**config.mk**
```make
export PLATFORM = sky130hd
export DESIGN_NAME = bitmap_block_allocator_unit
export DESIGN_NICKNAME = d
export VERILOG_FILES = /design/src/hdl/bba_pkg.sv /design/src/hdl/bba_front.sv /design/src/hdl/bba_queue.sv /design/src/hdl/bba_back.sv /design/src/hdl/bitmap_block_allocator_unit.sv
export SDC_FILE = /design/constraint.sdc
export NUM_CORES = 1
export LEC_CHECK = 0
export BUFFER_PORTS_ARGS = -buffer_cell sky130_fd_sc_hd__buf_2
export CAP_MARGIN = 25
export CORE_MARGIN = 2
export CORE_UTILIZATION = 55
export DETAILED_ROUTE_END_ITERATION = 8
export PLACE_DENSITY = 0.71
export SKIP_LAST_GASP = 1
export SYNTH_ARGS = -nofsm -noshare
export SYNTH_HDL_FRONTEND = slang
export SYNTH_SLANG_ARGS = --single-unit
```
**constraint.sdc**
```tcl
create_clock -name clk -period 10.6 [get_ports clk]
set_input_delay 0.53 -clock clk [delete_from_list [all_inputs] [get_ports clk]]
set_output_delay 0.53 -clock clk [all_outputs]
set_load 0.01 [all_outputs]
```
**src/hdl/bba_pkg.sv**
```systemverilog
package bba_pkg;

  // Map geometry. WORD_BITS is a power of two so that a block number splits
  // into a word index (upper bits) and a bit index (lower bits).
  localparam int MAP_WORDS    = 48;
  localparam int WORD_BITS    = 16;
  localparam int MAX_RUN      = 64;
  localparam int TOTAL_BLOCKS = MAP_WORDS * WORD_BITS;
  localparam int RESET_FREE   = (MAP_WORDS - 1) * WORD_BITS;

  localparam int WORD_IDX_W = $clog2(MAP_WORDS);
  localparam int BIT_IDX_W  = $clog2(WORD_BITS);

  // Field widths fixed by the interface.
  localparam int CNT_W  = 7;
  localparam int BLK_W  = 10;
  localparam int CYL_W  = 6;
  localparam int FREE_W = 10;

  typedef logic [WORD_BITS-1:0] word_t;

  typedef enum logic [1:0] {
    ST_OK      = 2'd0,
    ST_SHORT   = 2'd1,
    ST_RANGE   = 2'd2,
    ST_ALREADY = 2'd3
  } status_t;

  typedef enum logic [1:0] {
    K_ALLOC    = 2'd0,
    K_FREE     = 2'd1,
    K_RUN_LONG = 2'd2,
    K_RANGE    = 2'd3
  } cmd_kind_t;

  typedef struct packed {
    cmd_kind_t        kind;
    logic [CNT_W-1:0] count;
    logic [BLK_W-1:0] blk;
  } cmd_t;

  typedef struct packed {
    status_t           status;
    logic [BLK_W-1:0]  blk;
    logic              last;
    logic [FREE_W-1:0] free_left;
  } res_t;

endpackage

```
**src/hdl/bba_front.sv**
```systemverilog
module bba_front (
  input  logic                     clk,
  input  logic                     rst,
  input  logic                     in_valid,
  output logic                     in_ready,
  input  logic                     func,
  input  logic [bba_pkg::CNT_W-1:0] count,
  input  logic [bba_pkg::BLK_W-1:0] block_number,
  output logic                     push_valid,
  input  logic                     push_ready,
  output bba_pkg::cmd_t            push_cmd
);
  import bba_pkg::*;

  logic fr_valid;
  cmd_t fr_cmd;
  cmd_t cmd_next;
  logic keep;

  assign in_ready   = !fr_valid || push_ready;
  assign push_valid = fr_valid;
  assign push_cmd   = fr_cmd;

  // Sort the request into the cases the back end handles. An allocate of
  // zero blocks produces nothing and is dropped here.
  always_comb begin
    cmd_next.count = count;
    cmd_next.blk   = block_number;
    keep           = 1'b1;
    if (func) begin
      if ({1'b0, block_number} < (BLK_W + 1)'(TOTAL_BLOCKS)) begin
        cmd_next.kind = K_FREE;
      end else begin
        cmd_next.kind = K_RANGE;
      end
    end else begin
      keep = (count != '0);
      if (count > CNT_W'(MAX_RUN)) begin
        cmd_next.kind = K_RUN_LONG;
      end else begin
        cmd_next.kind = K_ALLOC;
      end
    end
  end

  always_ff @(posedge clk) begin
    if (rst) begin
      fr_valid <= 1'b0;
    end else if (in_valid && in_ready) begin
      fr_valid <= keep;
    end else if (push_ready) begin
      fr_valid <= 1'b0;
    end
  end

  always_ff @(posedge clk) begin
    if (in_valid && in_ready) begin
      fr_cmd <= cmd_next;
    end
  end

endmodule

```
**src/hdl/bba_queue.sv**
```systemverilog
module bba_queue (
  input  logic          clk,
  input  logic          rst,
  input  logic          push_valid,
  output logic          push_ready,
  input  bba_pkg::cmd_t push_cmd,
  output logic          pop_valid,
  input  logic          pop_ready,
  output bba_pkg::cmd_t pop_cmd
);
  import bba_pkg::*;

  cmd_t       entries [2];
  logic       wr_ptr;
  logic       rd_ptr;
  logic [1:0] fill;
  logic       do_push;
  logic       do_pop;

  assign push_ready = (fill != 2'd2);
  assign pop_valid  = (fill != 2'd0);
  assign pop_cmd    = entries[rd_ptr];
  assign do_push    = push_valid && push_ready;
  assign do_pop     = pop_valid && pop_ready;

  always_ff @(posedge clk) begin
    if (rst) begin
      wr_ptr <= 1'b0;
      rd_ptr <= 1'b0;
      fill   <= 2'd0;
    end else begin
      if (do_push) begin
        wr_ptr <= !wr_ptr;
      end
      if (do_pop) begin
        rd_ptr <= !rd_ptr;
      end
      case ({do_push, do_pop})
        2'b10:   fill <= fill + 2'd1;
        2'b01:   fill <= fill - 2'd1;
        default: fill <= fill;
      endcase
    end
  end

  always_ff @(posedge clk) begin
    if (do_push) begin
      entries[wr_ptr] <= push_cmd;
    end
  end

endmodule

```
**src/hdl/bba_back.sv**
```systemverilog
module bba_back (
  input  logic          clk,
  input  logic          rst,
  input  logic          pop_valid,
  output logic          pop_ready,
  input  bba_pkg::cmd_t pop_cmd,
  output logic          res_valid,
  input  logic          res_ready,
  output bba_pkg::res_t res
);
  import bba_pkg::*;

  typedef enum logic [5:0] {
    S_IDLE   = 6'b000001,
    S_READ   = 6'b000010,
    S_LOAD   = 6'b000100,
    S_SCAN   = 6'b001000,
    S_CHECK  = 6'b010000,
    S_REPORT = 6'b100000
  } state_t;

  state_t                state;
  state_t                state_next;
  cmd_t                  cmd;
  logic [WORD_IDX_W-1:0] w;
  logic [CNT_W-1:0]      n;
  logic [FREE_W-1:0]     free_count;
  word_t                 cur_word;
  status_t               rep_status;
  logic [BLK_W-1:0]      rep_blk;

  word_t                 map_mem [MAP_WORDS];
  logic [MAP_WORDS-1:0]  map_valid;
  word_t                 rd_data;
  logic                  rd_valid;

  logic                  wr_en;
  word_t                 wr_data;
  logic                  res_load;
  res_t                  res_next;
  logic                  out_ok;
  logic                  shortage;
  word_t                 zero_bits;
  logic                  has_zero;
  logic [BIT_IDX_W-1:0]  first_zero;
  word_t                 grant_mask;
  word_t                 free_mask;
  logic                  run_last;

  assign out_ok     = !res_valid || res_ready;
  assign pop_ready  = (state == S_IDLE);
  assign shortage   = {{(FREE_W - CNT_W){1'b0}}, pop_cmd.count} > free_count;
  assign zero_bits  = ~cur_word;
  assign has_zero   = |zero_bits;
  assign grant_mask = word_t'(1) << first_zero;
  assign free_mask  = word_t'(1) << cmd.blk[BIT_IDX_W-1:0];
  assign run_last   = ((n + CNT_W'(1)) == cmd.count);

  // Lowest clear bit of the current map word.
  always_comb begin
    first_zero = '0;
    for (int i = WORD_BITS - 1; i >= 0; i--) begin
      if (zero_bits[i]) begin
        first_zero = BIT_IDX_W'(i);
      end
    end
  end

  always_comb begin
    state_next = state;
    wr_en      = 1'b0;
    wr_data    = cur_word;
    res_load   = 1'b0;
    res_next   = '0;
    case (state)
      S_IDLE: begin
        if (pop_valid) begin
          case (pop_cmd.kind)
            K_ALLOC: state_next = shortage ? S_REPORT : S_READ;
            K_FREE:  state_next = S_READ;
            default: state_next = S_REPORT;
          endcase
        end
      end
      S_READ: begin
        state_next = S_LOAD;
      end
      S_LOAD: begin
        state_next = (cmd.kind == K_ALLOC) ? S_SCAN : S_CHECK;
      end
      S_SCAN: begin
        if (!has_zero) begin
          wr_en      = 1'b1;
          state_next = S_READ;
        end else if (out_ok) begin
          res_load           = 1'b1;
          res_next.status    = ST_OK;
          res_next.blk       = BLK_W'({w, first_zero});
          res_next.last      = run_last;
          res_next.free_left = free_count - FREE_W'(1);
          if (run_last) begin
            wr_en      = 1'b1;
            wr_data    = cur_word | grant_mask;
            state_next = S_IDLE;
          end
        end
      end
      S_CHECK: begin
        if (out_ok) begin
          res_load      = 1'b1;
          res_next.blk  = cmd.blk;
          res_next.last = 1'b1;
          state_next    = S_IDLE;
          if ((cur_word & free_mask) == '0) begin
            res_next.status    = ST_ALREADY;
            res_next.free_left = free_count;
          end else begin
            wr_en              = 1'b1;
            wr_data            = cur_word & ~free_mask;
            res_next.status    = ST_OK;
            res_next.free_left = free_count + FREE_W'(1);
          end
        end
      end
      S_REPORT: begin
        if (out_ok) begin
          res_load           = 1'b1;
          res_next.status    = rep_status;
          res_next.blk       = rep_blk;
          res_next.last      = 1'b1;
          res_next.free_left = free_count;
          state_next         = S_IDLE;
        end
      end
      default: begin
        state_next = S_IDLE;
      end
    endcase
  end

  // Control state.
  always_ff @(posedge clk) begin
    if (rst) begin
      state      <= S_IDLE;
      free_count <= FREE_W'(RESET_FREE);
      map_valid  <= '0;
      res_valid  <= 1'b0;
    end else begin
      state <= state_next;
      if (wr_en) begin
        map_valid[w] <= 1'b1;
      end
      if (state == S_SCAN && has_zero && out_ok) begin
        free_count <= free_count - FREE_W'(1);
      end else if (state == S_CHECK && out_ok && (cur_word & free_mask) != '0) begin
        free_count <= free_count + FREE_W'(1);
      end
      if (res_load) begin
        res_valid <= 1'b1;
      end else if (res_ready) begin
        res_valid <= 1'b0;
      end
    end
  end

  // Working registers of the current request.
  always_ff @(posedge clk) begin
    case (state)
      S_IDLE: begin
        if (pop_valid) begin
          cmd        <= pop_cmd;
          n          <= '0;
          rep_status <= ST_SHORT;
          rep_blk    <= '0;
          case (pop_cmd.kind)
            K_ALLOC: w <= '0;
            K_FREE:  w <= WORD_IDX_W'(pop_cmd.blk >> BIT_IDX_W);
            K_RANGE: begin
              rep_status <= ST_RANGE;
              rep_blk    <= pop_cmd.blk;
            end
            default: rep_status <= ST_SHORT;
          endcase
        end
      end
      S_LOAD: begin
        // A word never written still holds its reset value.
        if (rd_valid) begin
          cur_word <= rd_data;
        end else if (w == '0) begin
          cur_word <= '1;
        end else begin
          cur_word <= '0;
        end
      end
      S_SCAN: begin
        if (!has_zero) begin
          w <= w + WORD_IDX_W'(1);
        end else if (out_ok) begin
          cur_word <= cur_word | grant_mask;
          n        <= n + CNT_W'(1);
        end
      end
      default: begin
        cur_word <= cur_word;
      end
    endcase
    if (res_load) begin
      res <= res_next;
    end
  end

  // Bitmap memory: one write and one registered read per cycle.
  always_ff @(posedge clk) begin
    if (wr_en) begin
      map_mem[w] <= wr_data;
    end
    rd_data  <= map_mem[w];
    rd_valid <= map_valid[w];
  end

  a_free_bound: assert property (@(posedge clk) disable iff (rst)
    free_count <= FREE_W'(TOTAL_BLOCKS))
    else $error("free count above the number of blocks");

  a_free_only_with_result: assert property (@(posedge clk) disable iff (rst)
    !res_load |=> $stable(free_count))
    else $error("free count changed without a result");

  a_free_step: assert property (@(posedge clk) disable iff (rst)
    res_load |=> (free_count == $past(free_count) ||
                  free_count == $past(free_count) + FREE_W'(1) ||
                  free_count == $past(free_count) - FREE_W'(1)))
    else $error("free count moved by more than one");

  a_scan_in_map: assert property (@(posedge clk) disable iff (rst)
    (state == S_SCAN) |-> ({1'b0, w} < (WORD_IDX_W + 1)'(MAP_WORDS)))
    else $error("allocation scan ran past the end of the map");

endmodule

```
**src/hdl/bitmap_block_allocator_unit.sv**
```systemverilog
// Bitmap disk-block allocator with first-fit allocation.
//
// Requests enter on the s_* channel: tuser is the operation (0 allocate a
// run, 1 free one block), tdata carries the run length and the block number.
// Results leave on the m_* channel, one item per granted block for an
// allocation and one item for every other request; tlast marks the final
// item of a request and tuser carries the status code. An allocate of zero
// blocks is dropped and returns nothing.
//
// A front stage classifies each request and hands it through a two-entry
// queue to the back end, which owns the 48-word bitmap memory and carries
// requests out one at a time. In the back end a free is read, loaded,
// checked and reported, and a refusal goes straight to its report. An
// allocation takes the request, then reads and loads each map word in
// turn, steps past each full word and grants one block per scan step
// while the receiver takes results.
//
// Reset leaves word 0 reserved and all other blocks free (752). When the
// receiver stalls, the back end waits and the front and queue fill up first.
module bitmap_block_allocator_unit (
  input  logic        clk,
  input  logic        rst,
  input  logic        s_tvalid,
  output logic        s_tready,
  input  logic [23:0] s_tdata,   // [6:0] count, [16:7] block_number, [23:17] zero
  input  logic        s_tuser,   // [0] func
  output logic        m_tvalid,
  input  logic        m_tready,
  output logic [31:0] m_tdata,   // [9:0] granted_block, [15:10] cylinder, [17:16] track,
                                 // [19:18] sector, [29:20] free_left, [31:30] zero
  output logic [1:0]  m_tuser,   // [1:0] status
  output logic        m_tlast
);
  import bba_pkg::*;

  logic push_valid;
  logic push_ready;
  cmd_t push_cmd;
  logic pop_valid;
  logic pop_ready;
  cmd_t pop_cmd;
  res_t res;

  bba_front u_front (
    .clk          (clk),
    .rst          (rst),
    .in_valid     (s_tvalid),
    .in_ready     (s_tready),
    .func         (s_tuser),
    .count        (s_tdata[CNT_W-1:0]),
    .block_number (s_tdata[CNT_W+BLK_W-1:CNT_W]),
    .push_valid   (push_valid),
    .push_ready   (push_ready),
    .push_cmd     (push_cmd)
  );

  bba_queue u_queue (
    .clk        (clk),
    .rst        (rst),
    .push_valid (push_valid),
    .push_ready (push_ready),
    .push_cmd   (push_cmd),
    .pop_valid  (pop_valid),
    .pop_ready  (pop_ready),
    .pop_cmd    (pop_cmd)
  );

  bba_back u_back (
    .clk       (clk),
    .rst       (rst),
    .pop_valid (pop_valid),
    .pop_ready (pop_ready),
    .pop_cmd   (pop_cmd),
    .res_valid (m_tvalid),
    .res_ready (m_tready),
    .res       (res)
  );

  // Cylinder, track and sector are plain slices of the registered block number.
  assign m_tdata = {2'b00,
                    res.free_left,
                    res.blk[1:0],
                    res.blk[3:2],
                    CYL_W'(res.blk >> BIT_IDX_W),
                    res.blk};
  assign m_tuser = res.status;
  assign m_tlast = res.last;

endmodule
```
## After elaboration in Yosys (flattened, before gate mapping)

Memories as Yosys holds them, arrays and structs flattened. A register that Yosys moved wholly into a read port is not among the register bits.
Cells that the tools add are included.

| word-level totals | value |
|---|---|
| memories kept | 2 |
| RAM bits | 806 |
| bits of input ports | 29 |
| bits in registers | 173 |
| logic and storage cells | 181 |

| cells by class | value |
|---|---|
| $add $sub $neg | 6 |
| equality and inequality tests | 20 |
| reductions and logical operators | 34 |
| shift operators | 2 |
| multiplexer cells | 82 |
| bitwise logic cells | 6 |
| $lt $le $gt $ge | 5 |

Memory list:

| memory | words | bits a word | rd ports | clocked after memory_dff | wr ports | RTL line | text |
|---|---|---|---|---|---|---|---|
| u_back.map_mem | 48 | 16 | 1 | 1 | 1 | bba_back.sv:32 | `word_t map_mem [MAP_WORDS];` |
| u_queue.entries | 2 | 19 | 1 | 1 | 1 | bba_queue.sv:13 | `cmd_t entries [2];` |

Operator list:

| kind | count |
|---|---|
| $mux W16 | 9 |
| $mux W23 | 3 |
| $pmux W23 S3 | 1 |
| $mux W4 | 16 |
| $pmux W16 S2 | 2 |
| $mux W6 | 8 |
| $or A48 B48 Y48 | 1 |
| $pmux W6 S2 | 3 |
| $and A16 B16 Y16 | 2 |
| $not A16 Y16 | 2 |
| $shl A1 B4 Y16 const A | 2 |
| $mux W10 | 3 |
| $pmux W6 S5 | 1 |
| $mux W21 | 1 |
| $mux W7 | 3 |
| $mux W1 | 20 |
| $logic_not A16 Y1 | 1 |
| $or A16 B16 Y16 | 1 |
| $reduce_bool A16 Y1 | 1 |
| $reduce_or A16 Y1 | 1 |
| $pmux W7 S2 | 1 |
| $reduce_bool A2 Y1 | 7 |
| $reduce_and A4 Y1 | 3 |
| $add A10 B1 Y10 const B | 1 |
| other kinds (39) | 62 |

## Longest topological paths before layout

Gate-level depths: netlist of the first run.

| logic depth | value |
|---|---|
| word-level depth | 23 |
| depth in mapped cells | 10 |
| depth with buffers taken out | 8 |

## Hierarchy

From an unflattened synthesis of the first run, not the netlist that was laid out.

| unflattened totals | value |
|---|---|
| cells, all modules | 2641 |
| area total of the unflattened synthesis | 39838.2 µm² |

Modules (own cells, without submodules):

| module | area an instance (µm²) | sequential area each (µm²) | cells each | times used |
|---|---|---|---|---|
| bba_back | 37499.7 | 27196.1 | 2516 | 1 |
| bba_queue | 1590.3 | 1241.2 | 83 | 1 |
| bba_front | 654.4 | 590.6 | 29 | 1 |
| bitmap_block_allocator_unit | 93.8 | 0.0 | 13 | 1 |

## Least setup slack after synthesis of the first run

Ideal clock, no wire load.

| timing | value |
|---|---|
| path type | reg-to-reg |
| start point | register u_back.n[0] |
| end point | memory u_back.map_mem[0][10] (netlist bit), data pin |
| slack | 5.101 ns |
| required time | 9.866 ns |
| path buffers | 0 |
| arrival | 4.764 ns |
| cell stages (with the launch flop) | 7 |
| library setup time | 0.734 ns |
| period minus slack after synthesis | 5.499 ns |
| cells stage by stage | edfxtp_1 -> ha_1 -> and3_1 -> and3_1 -> xor3_1 -> or4_1 -> o41ai_1 |

| on the way | value |
|---|---|
| word-level cells in the longest chain between the ends | 6 |

RTL lines:

| item | RTL line | text |
|---|---|---|
| start: declaration | bba_back.sv:26 | `logic [CNT_W-1:0] n;` |
| start signal: assignment | bba_back.sv:201 | `n <= n + CNT_W'(1);` |
| $add A7 B1 Y7 | bba_back.sv:57 | `assign run_last = ((n + CNT_W'(1)) == cmd.count);` |
| $eq A7 B7 Y1 | bba_back.sv:57 |  |
| $mux W16 | bba_back.sv:101 | `if (run_last) begin` |
| $mux W16 | bba_back.sv:95 | `end else if (out_ok) begin` |
| $mux W16 | bba_back.sv:92 | `if (!has_zero) begin` |
| $pmux W16 S2 | bba_back.sv:75 | `case (state)` |
| net u_back.wr_data[10] | bba_back.sv:38 | `word_t wr_data;` |
| end: declaration | bba_back.sv:32 |  |

The timed path passes the listed nets, and every way through them passes these cells.

==> results.toml, run 1 <==
[global_route]
antenna_found_initial = 3
grtUsageTotal = 0.282
grt_pass1_wl_mm = 154
grt-ovfl-total = 0
grt_pass1_vias = 23900
grt_max_degree = 74

[pwr]
power_density_nw_per_um2 = 212
ir_drop_mv = 0.141
p_leak_nw = 14.1

[drt]
vias_per_cell = 6.71
post_drt_wl_per_cell_um = 28.6
drtIter0Drc = 3549
drtPass1Iterations = 6
ant_nets = 0
route.detailed.drc = 0
num_vias = 24400
wl_mm = 104

[floorplan]
rows = 97
die_x_um = 271
dieArea_um2 = 73300
start_util = 0.557
die_y_um = 271
ios = 66
core-area_um2 = 70300

[place]
hpwlAfterDp_mm = 59.8
gp_congestion = 0.874
placed_cells = 3453
numPortBuffers = 56

[clocking]
clk_latency_ns = 0.66
cts_buffer_depth = 3
cts_tree = "yes"
cts_resized = 0
cts_root_buffer = "clkbuf_16"
postCtsSetupBuffers = 0
h-tree-depth = 3
clkSlewWorstSetupHoldPaths_ns = 0.06
cts_hold_buffers = 0
cts_buffers = 98
cts_sinks = 996

[yosys]
synth_area_leaders = "edfxtp_1, dfxtp_1, a22oi_1"
yosys.area_share.simple = 0.0570
synth-seq-cells = 996
synth_ff_type = "edfxtp_1"
synth_top_family_by_area = "compound AO/OA/AOI/OAI gates"
synth_compound_area_frac = 0.142
synth.distinct_cells = 90
synth_top_cell_area_share = 0.697
ys_async_sr_fraction = 0
syn_inst = 2525
yosys.area.top_type = "edfxtp_1"
synth.avg_cell_area_um2 = 15.5
syn_area_um2 = 39100
synth-xor-area-share = 0.00662
yosys_warnings = 0
synth_edf_count = 908
synthMuxAreaShare = 0.0234
yosysSeqAreaShare = 0.742
synthAdderAreaFrac = 0.00416

[timing]
setup_violations = 0
slew_viol_final = 0
fin_crit_sh = 0.424
fin_tns_setup_ns = 0
fmax_mhz = 223
hold_violations = 0
fin_crit_ns = 4.49
skew_ns = 0.0350
relSlewSlack = 0.264
tightest_slew_ns = 1.10
rsz0062_at_grt = "no"

[critical_path]
cpMostUsedCell = "buf_4"
end_kind = "register"
max_stage_delay_ns = 0.64
critPathBufInv = 4
r2r_slack_ns = 6.11
crit_fanout = 43
crit_family = "buffers and inverters"
critical_path_class = "reg2reg"
required_ns = 11.08
start_kind = "register"
cp.arrival_ns = 4.98
cp_cell_sequence = "buf_4 > buf_4 > and3_4 > buf_4 > buf_4 > a22oi_1 > a31oi_1 > nor4_1 > o21ai_0"
cp_slowest_cell = "buf_4"

[cells_and_area]
areaGrowthSynthToFinish_pct = 13.0
num_antenna_cells = 0
drive_above_1_share = 0.147
fill_cells = 4939
instances_no_fill = 3635
nets = 2656

[run_status]
status = "finished clean"

[run]
drv_cap = 0

[worst_hold_path]
hp-class = "in2reg"
stage by stage:
stage / util / hold slack (ns) / power, W / worst slack, ns / cell area [µm²]
after floorplan: - / 0.414 / 0.00542 / 5.10 / 39100
after global placement: 0.581 / 0.426 / 0.00587 / 6.29 / 40800
after detailed placement: 0.582 / 0.430 / 0.00590 / 6.26 / 40900
after CTS: 0.629 / 0.0273 / 0.00939 / 6.21 / 44200
after global routing: 0.629 / 0.0409 / 0.00967 / 6.04 / 44200
final: 0.629 / 0.0600 / 0.00939 / 6.11 / 44200
logic make-up after synthesis:
| kind of cell | count (synthesis) |
|---|---|
| adder cells (fa/ha/maj) | 13 |
| buffers and inverters | 227 |
| flip-flops | 996 |
| AND/OR/NAND/NOR | 446 |
| multiplexers | 80 |
| AO/OA/AOI/OAI | 739 |
| other | 1 |
| XOR/XNOR | 23 |
worst register-to-register path, delay by kind of cell (launching register included):
family,cells,cell delay (ns)
AOI/OAI and AO/OA,3,0.98
buffers and inverters,4,2.20
DFF,1,0.34
and+or+nand+nor,2,0.80
layer usage:
metal	track usage	share of wire	up-vias	wire, µm
met5	0	0.000096	-	10
met4	0.0997	0.029	2	2980
met3	0.0575	0.11	182	11300
met2	0.429	0.46	1444	47700
met1	0.407	0.40	12300	42000
li1	-	-	10400	-
Yosys cell counts, types with 31 or more instances:
master / count
dfxtp_1: 88
a22o_1: 82
o21ai_0: 62
a22oi_1: 156
nand3_1: 46
a21oi_1: 86
mux2i_1: 42
inv_1: 42
nand2_1: 111
mux2_2: 31
nor2_1: 126
edfxtp_1: 908
clkbuf_1: 109
a221oi_1: 84
a31oi_1: 70
buf_2: 37
report_power, final:
| part | total [W] | switching [W] | internal, W |
|---|---|---|---|
| Clock | 0.00353 | 0.00146 | 0.00208 |
| Combinational | 0.00133 | 0.000896 | 0.000433 |
| Sequential | 0.00453 | 0.000112 | 0.00442 |
| Total | 0.00939 | 0.00246 | 0.00693 |
final cells by class:
cell class                      count  area [µm²]  area share
Sequential cell                   996       29000       0.656
Multi-Input combinational cell   1303        9340       0.211
Clock buffer                      140        2770      0.0627
Timing Repair Buffer              171        1200      0.0272
Tap cell                          940        1180      0.0266
Clock inverter                     41         546      0.0123
Inverter                           44         165     0.00373
cell usage in the layout (no fill, tap or decap), types with 17 or more instances in the layout:
cell	count
a222oi_1	18
mux2_2	31
inv_1	42
a221oi_1	84
and3_1	17
o21ai_0	52
buf_4	111
nor4_1	20
nand3_1	46
nor3_1	19
clkbuf_1	29
edfxtp_1	908
a21oi_1	84
clkbuf_16	101
o2bb2ai_1	28
o211ai_1	25
buf_2	56
nand2_1	111
a22o_1	82
o41ai_1	21
a22oi_1	156
dfxtp_1	88
nor2_1	126
mux2i_1	42
a31oi_1	70
state kept, by name (all words and copies together) (netlist names), 10 cells and up, named ones only:
| name | count |
|---|---|
| u_back.cmd | 19 |
| u_back.free_count | 10 |
| u_back.rd_data | 16 |
| u_back.cur_word | 16 |
| u_back.map_mem | 768 |
| u_front.push_cmd | 19 |
| u_back.rep_blk | 10 |
| u_back.res | 23 |
| u_queue.entries | 38 |
| u_back.map_valid | 48 |
worst paths after layout:
| check | start | endpoint | depth (start not counted) |
|---|---|---|---|
| max | u_back.w[1]$_DFFE_PP_ | u_back.rd_data[13]$_DFF_P_ | 9 |
| max reg2reg | u_back.w[1]$_DFFE_PP_ | u_back.rd_data[13]$_DFF_P_ | 9 |
| min | s_tdata[11] | u_front.push_cmd[4]$_DFFE_PP_ | 1 |
| min reg2reg | u_front.push_cmd[8]$_DFFE_PP_ | u_queue.entries[0][8]$_DFFE_PP_ | 0 |
(Power assumes the default switching activity.)
==> run 2: changes to the inputs <==
==> constraint.sdc (replaced) <==
create_clock -name clk -period 4.7 [get_ports clk]
set_input_delay 0.235 -clock clk [delete_from_list [all_inputs] [get_ports clk]]
set_output_delay 0.235 -clock clk [all_outputs]
set_load 0.01 [all_outputs]
==> run 2 against run 1 <==
Compared with the run above: register-to-register slack worse by 5.4 ns; combinational power is 130% higher; non-clock buffer count is 44 higher; clock-buffer cell count is 10 lower; design area is 1.1% higher; clock skew is 0.011 ns higher; cell count is 1.2% higher; critical endpoint is now u_back.map_mem[41][0]$_DFFE_PP_.
==> results.toml, run 2 (synthesis gave the netlist of run 1 again) <==
[run_status]
status = "finished clean"

[floorplan]
ios = 66
die_x_um = 271
start_util = 0.557
die_y_um = 271
dieArea_um2 = 73300
rows = 97
core-area_um2 = 70300

[clocking]
clkSlewWorstSetupHoldPaths_ns = 0.07
cts_buffers = 97
cts_sinks = 996
cts_root_buffer = "clkbuf_16"
clk_latency_ns = 0.68
postCtsSetupBuffers = 0
h-tree-depth = 3
cts_buffer_depth = 3
cts_tree = "yes"

[place]
hpwlAfterDp_mm = 61.2
place_area_um2 = 41200
placed_cells = 3477
gp_congestion = 0.892
numPortBuffers = 56

[cells_and_area]
top_register = "u_back.map_mem"
instances_no_fill = 3680
largest_reg_flops = 768
num_antenna_cells = 0
fin_area_um2 = 44700
drive_above_1_share = 0.158
final_common_cell = "edfxtp_1"
post-route-util = 0.636
top_regs = "u_back.map_mem: 768 flops, u_back.map_valid: 48 flops, u_queue.entries: 38 flops"
nets = 2699
final_cell_mix = "edfxtp_1, a22oi_1, buf_4"
areaGrowthSynthToFinish_pct = 14.2

[timing]
hold_violations = 0
slew_viol_final = 0
setup_violations = 0
relSlewSlack = 0.259
skew_ns = 0.0461
fin_crit_sh = 0.855
rsz0062_at_grt = "no"
fin_crit_ns = 4.02
fmax_mhz = 249
fin_tns_setup_ns = 0
tightest_slew_ns = 1.11

[critical_path]
critical_path_class = "reg2reg"
start_kind = "register"
end_kind = "register"
cp.arrival_ns = 4.49
crit_fanout = 33
required_ns = 5.18

[drt]
num_vias = 24700
vias_per_cell = 6.72
drtIter0Drc = 3333
wl_mm = 107
ant_nets = 0
drtPass1Iterations = 8
post_drt_wl_per_cell_um = 29.1
route.detailed.drc = 0

[pwr]
ir_drop_mv = 0.382
swShare = 0.266
p_leak_nw = 14.4
power_frac_clock = 0.374
seqPwrFrac = 0.480
comb_power_share = 0.146
internal-power_w = 0.0157
power_switching_w = 0.00567
power_density_nw_per_um2 = 477

[worst_hold_path]
hp-class = "in2reg"

[global_route]
grt-ovfl-total = 0
grtUsageTotal = 0.288
grt_pass1_wl_mm = 156
grt_max_degree = 79
met3_usage = 0.0814
grt_pass1_vias = 23900
use_met2 = 0.442
grtUsageMet1 = 0.398
grt_most_used_layer = "met2"
antenna_found_initial = 1

[run]
drv_cap = 0
==> run 2: changes by cell type in the layout (fill, tap and decap cells not counted), sizes merged <==
cell           before  now
buf               171  195
dlygate4sd3         0   19
clkinv             26   37
clkbuf            140  130
clkdlybuf4s15       0    1
clkinvlp            3    2
inv                46   47
==> run 2: final cells by class <==
type | instances | area [µm²]
clock buffers | 130 | 2730
multi-input cells | 1303 | 9360
flip-flops and latches | 996 | 29000
fillers | 4863 | 25600
clock inverters | 52 | 592
inverters | 44 | 165
well taps | 940 | 1180
repair buffers | 215 | 1650
==> run 2: repair_timing <==
action | 4_1_cts | 5_1_grt
endpoints found under the hold margin | 20 | 0
gates resized for setup | 0 | 0
hold buffers | 19 | 0
==> run 2: metal layers <==
| layer | up-vias | share of wire |
|---|---|---|
| li1 | 10500 | - |
| met1 | 12400 | 0.38 |
| met2 | 1614 | 0.46 |
| met3 | 219 | 0.13 |
| met4 | 0 | 0.032 |
| met5 | - | 0 |
==> run 2: power groups by stage <==
stage               sequential, W  combinational [W]  clock, W
global route               0.0103            0.00329   0.00840
global placement           0.0104            0.00295         0
finish                     0.0102            0.00311   0.00798
floorplan                  0.0103            0.00196         0
detailed placement         0.0104            0.00300         0
CTS                        0.0102            0.00304   0.00803
==> run 2: worst max-delay path, stage by stage (launching register included) <==
cell	delay, ns
edfxtp_1	0.70
mux2_1	0.38
a311o_1	0.39
a211o_1	0.44
o21ai_2	0.78
o21ai_0	0.32
o21ai_4	0.47
buf_4	0.34
==> run 2: final timing paths <==
path,cells past startpoint,from,slack (ns),endpoint
max,7,u_back.cmd[1]$_DFFE_PP_,0.68,u_back.map_mem[41][0]$_DFFE_PP_
min,3,m_tready,0.16,u_back.res[14]$_DFFE_PP_
max reg2reg,7,u_back.cmd[1]$_DFFE_PP_,0.68,u_back.map_mem[41][0]$_DFFE_PP_
min reg2reg,0,u_front.push_cmd[4]$_DFFE_PP_,0.43,u_queue.entries[0][4]$_DFFE_PP_
==> run 2: per-stage QoR <==
step / hold WS, ns / setup WS (ns) / total power, W
3_5_place_dp: 0.414 / 0.866 / 0.0134
5_1_grt: 0.152 / 0.585 / 0.0220
6_report: 0.156 / 0.682 / 0.0213
4_1_cts: 0.0993 / 0.802 / 0.0213
3_3_place_gp: 0.411 / 0.960 / 0.0133
2_1_floorplan: 0.334 / 0.0187 / 0.0122
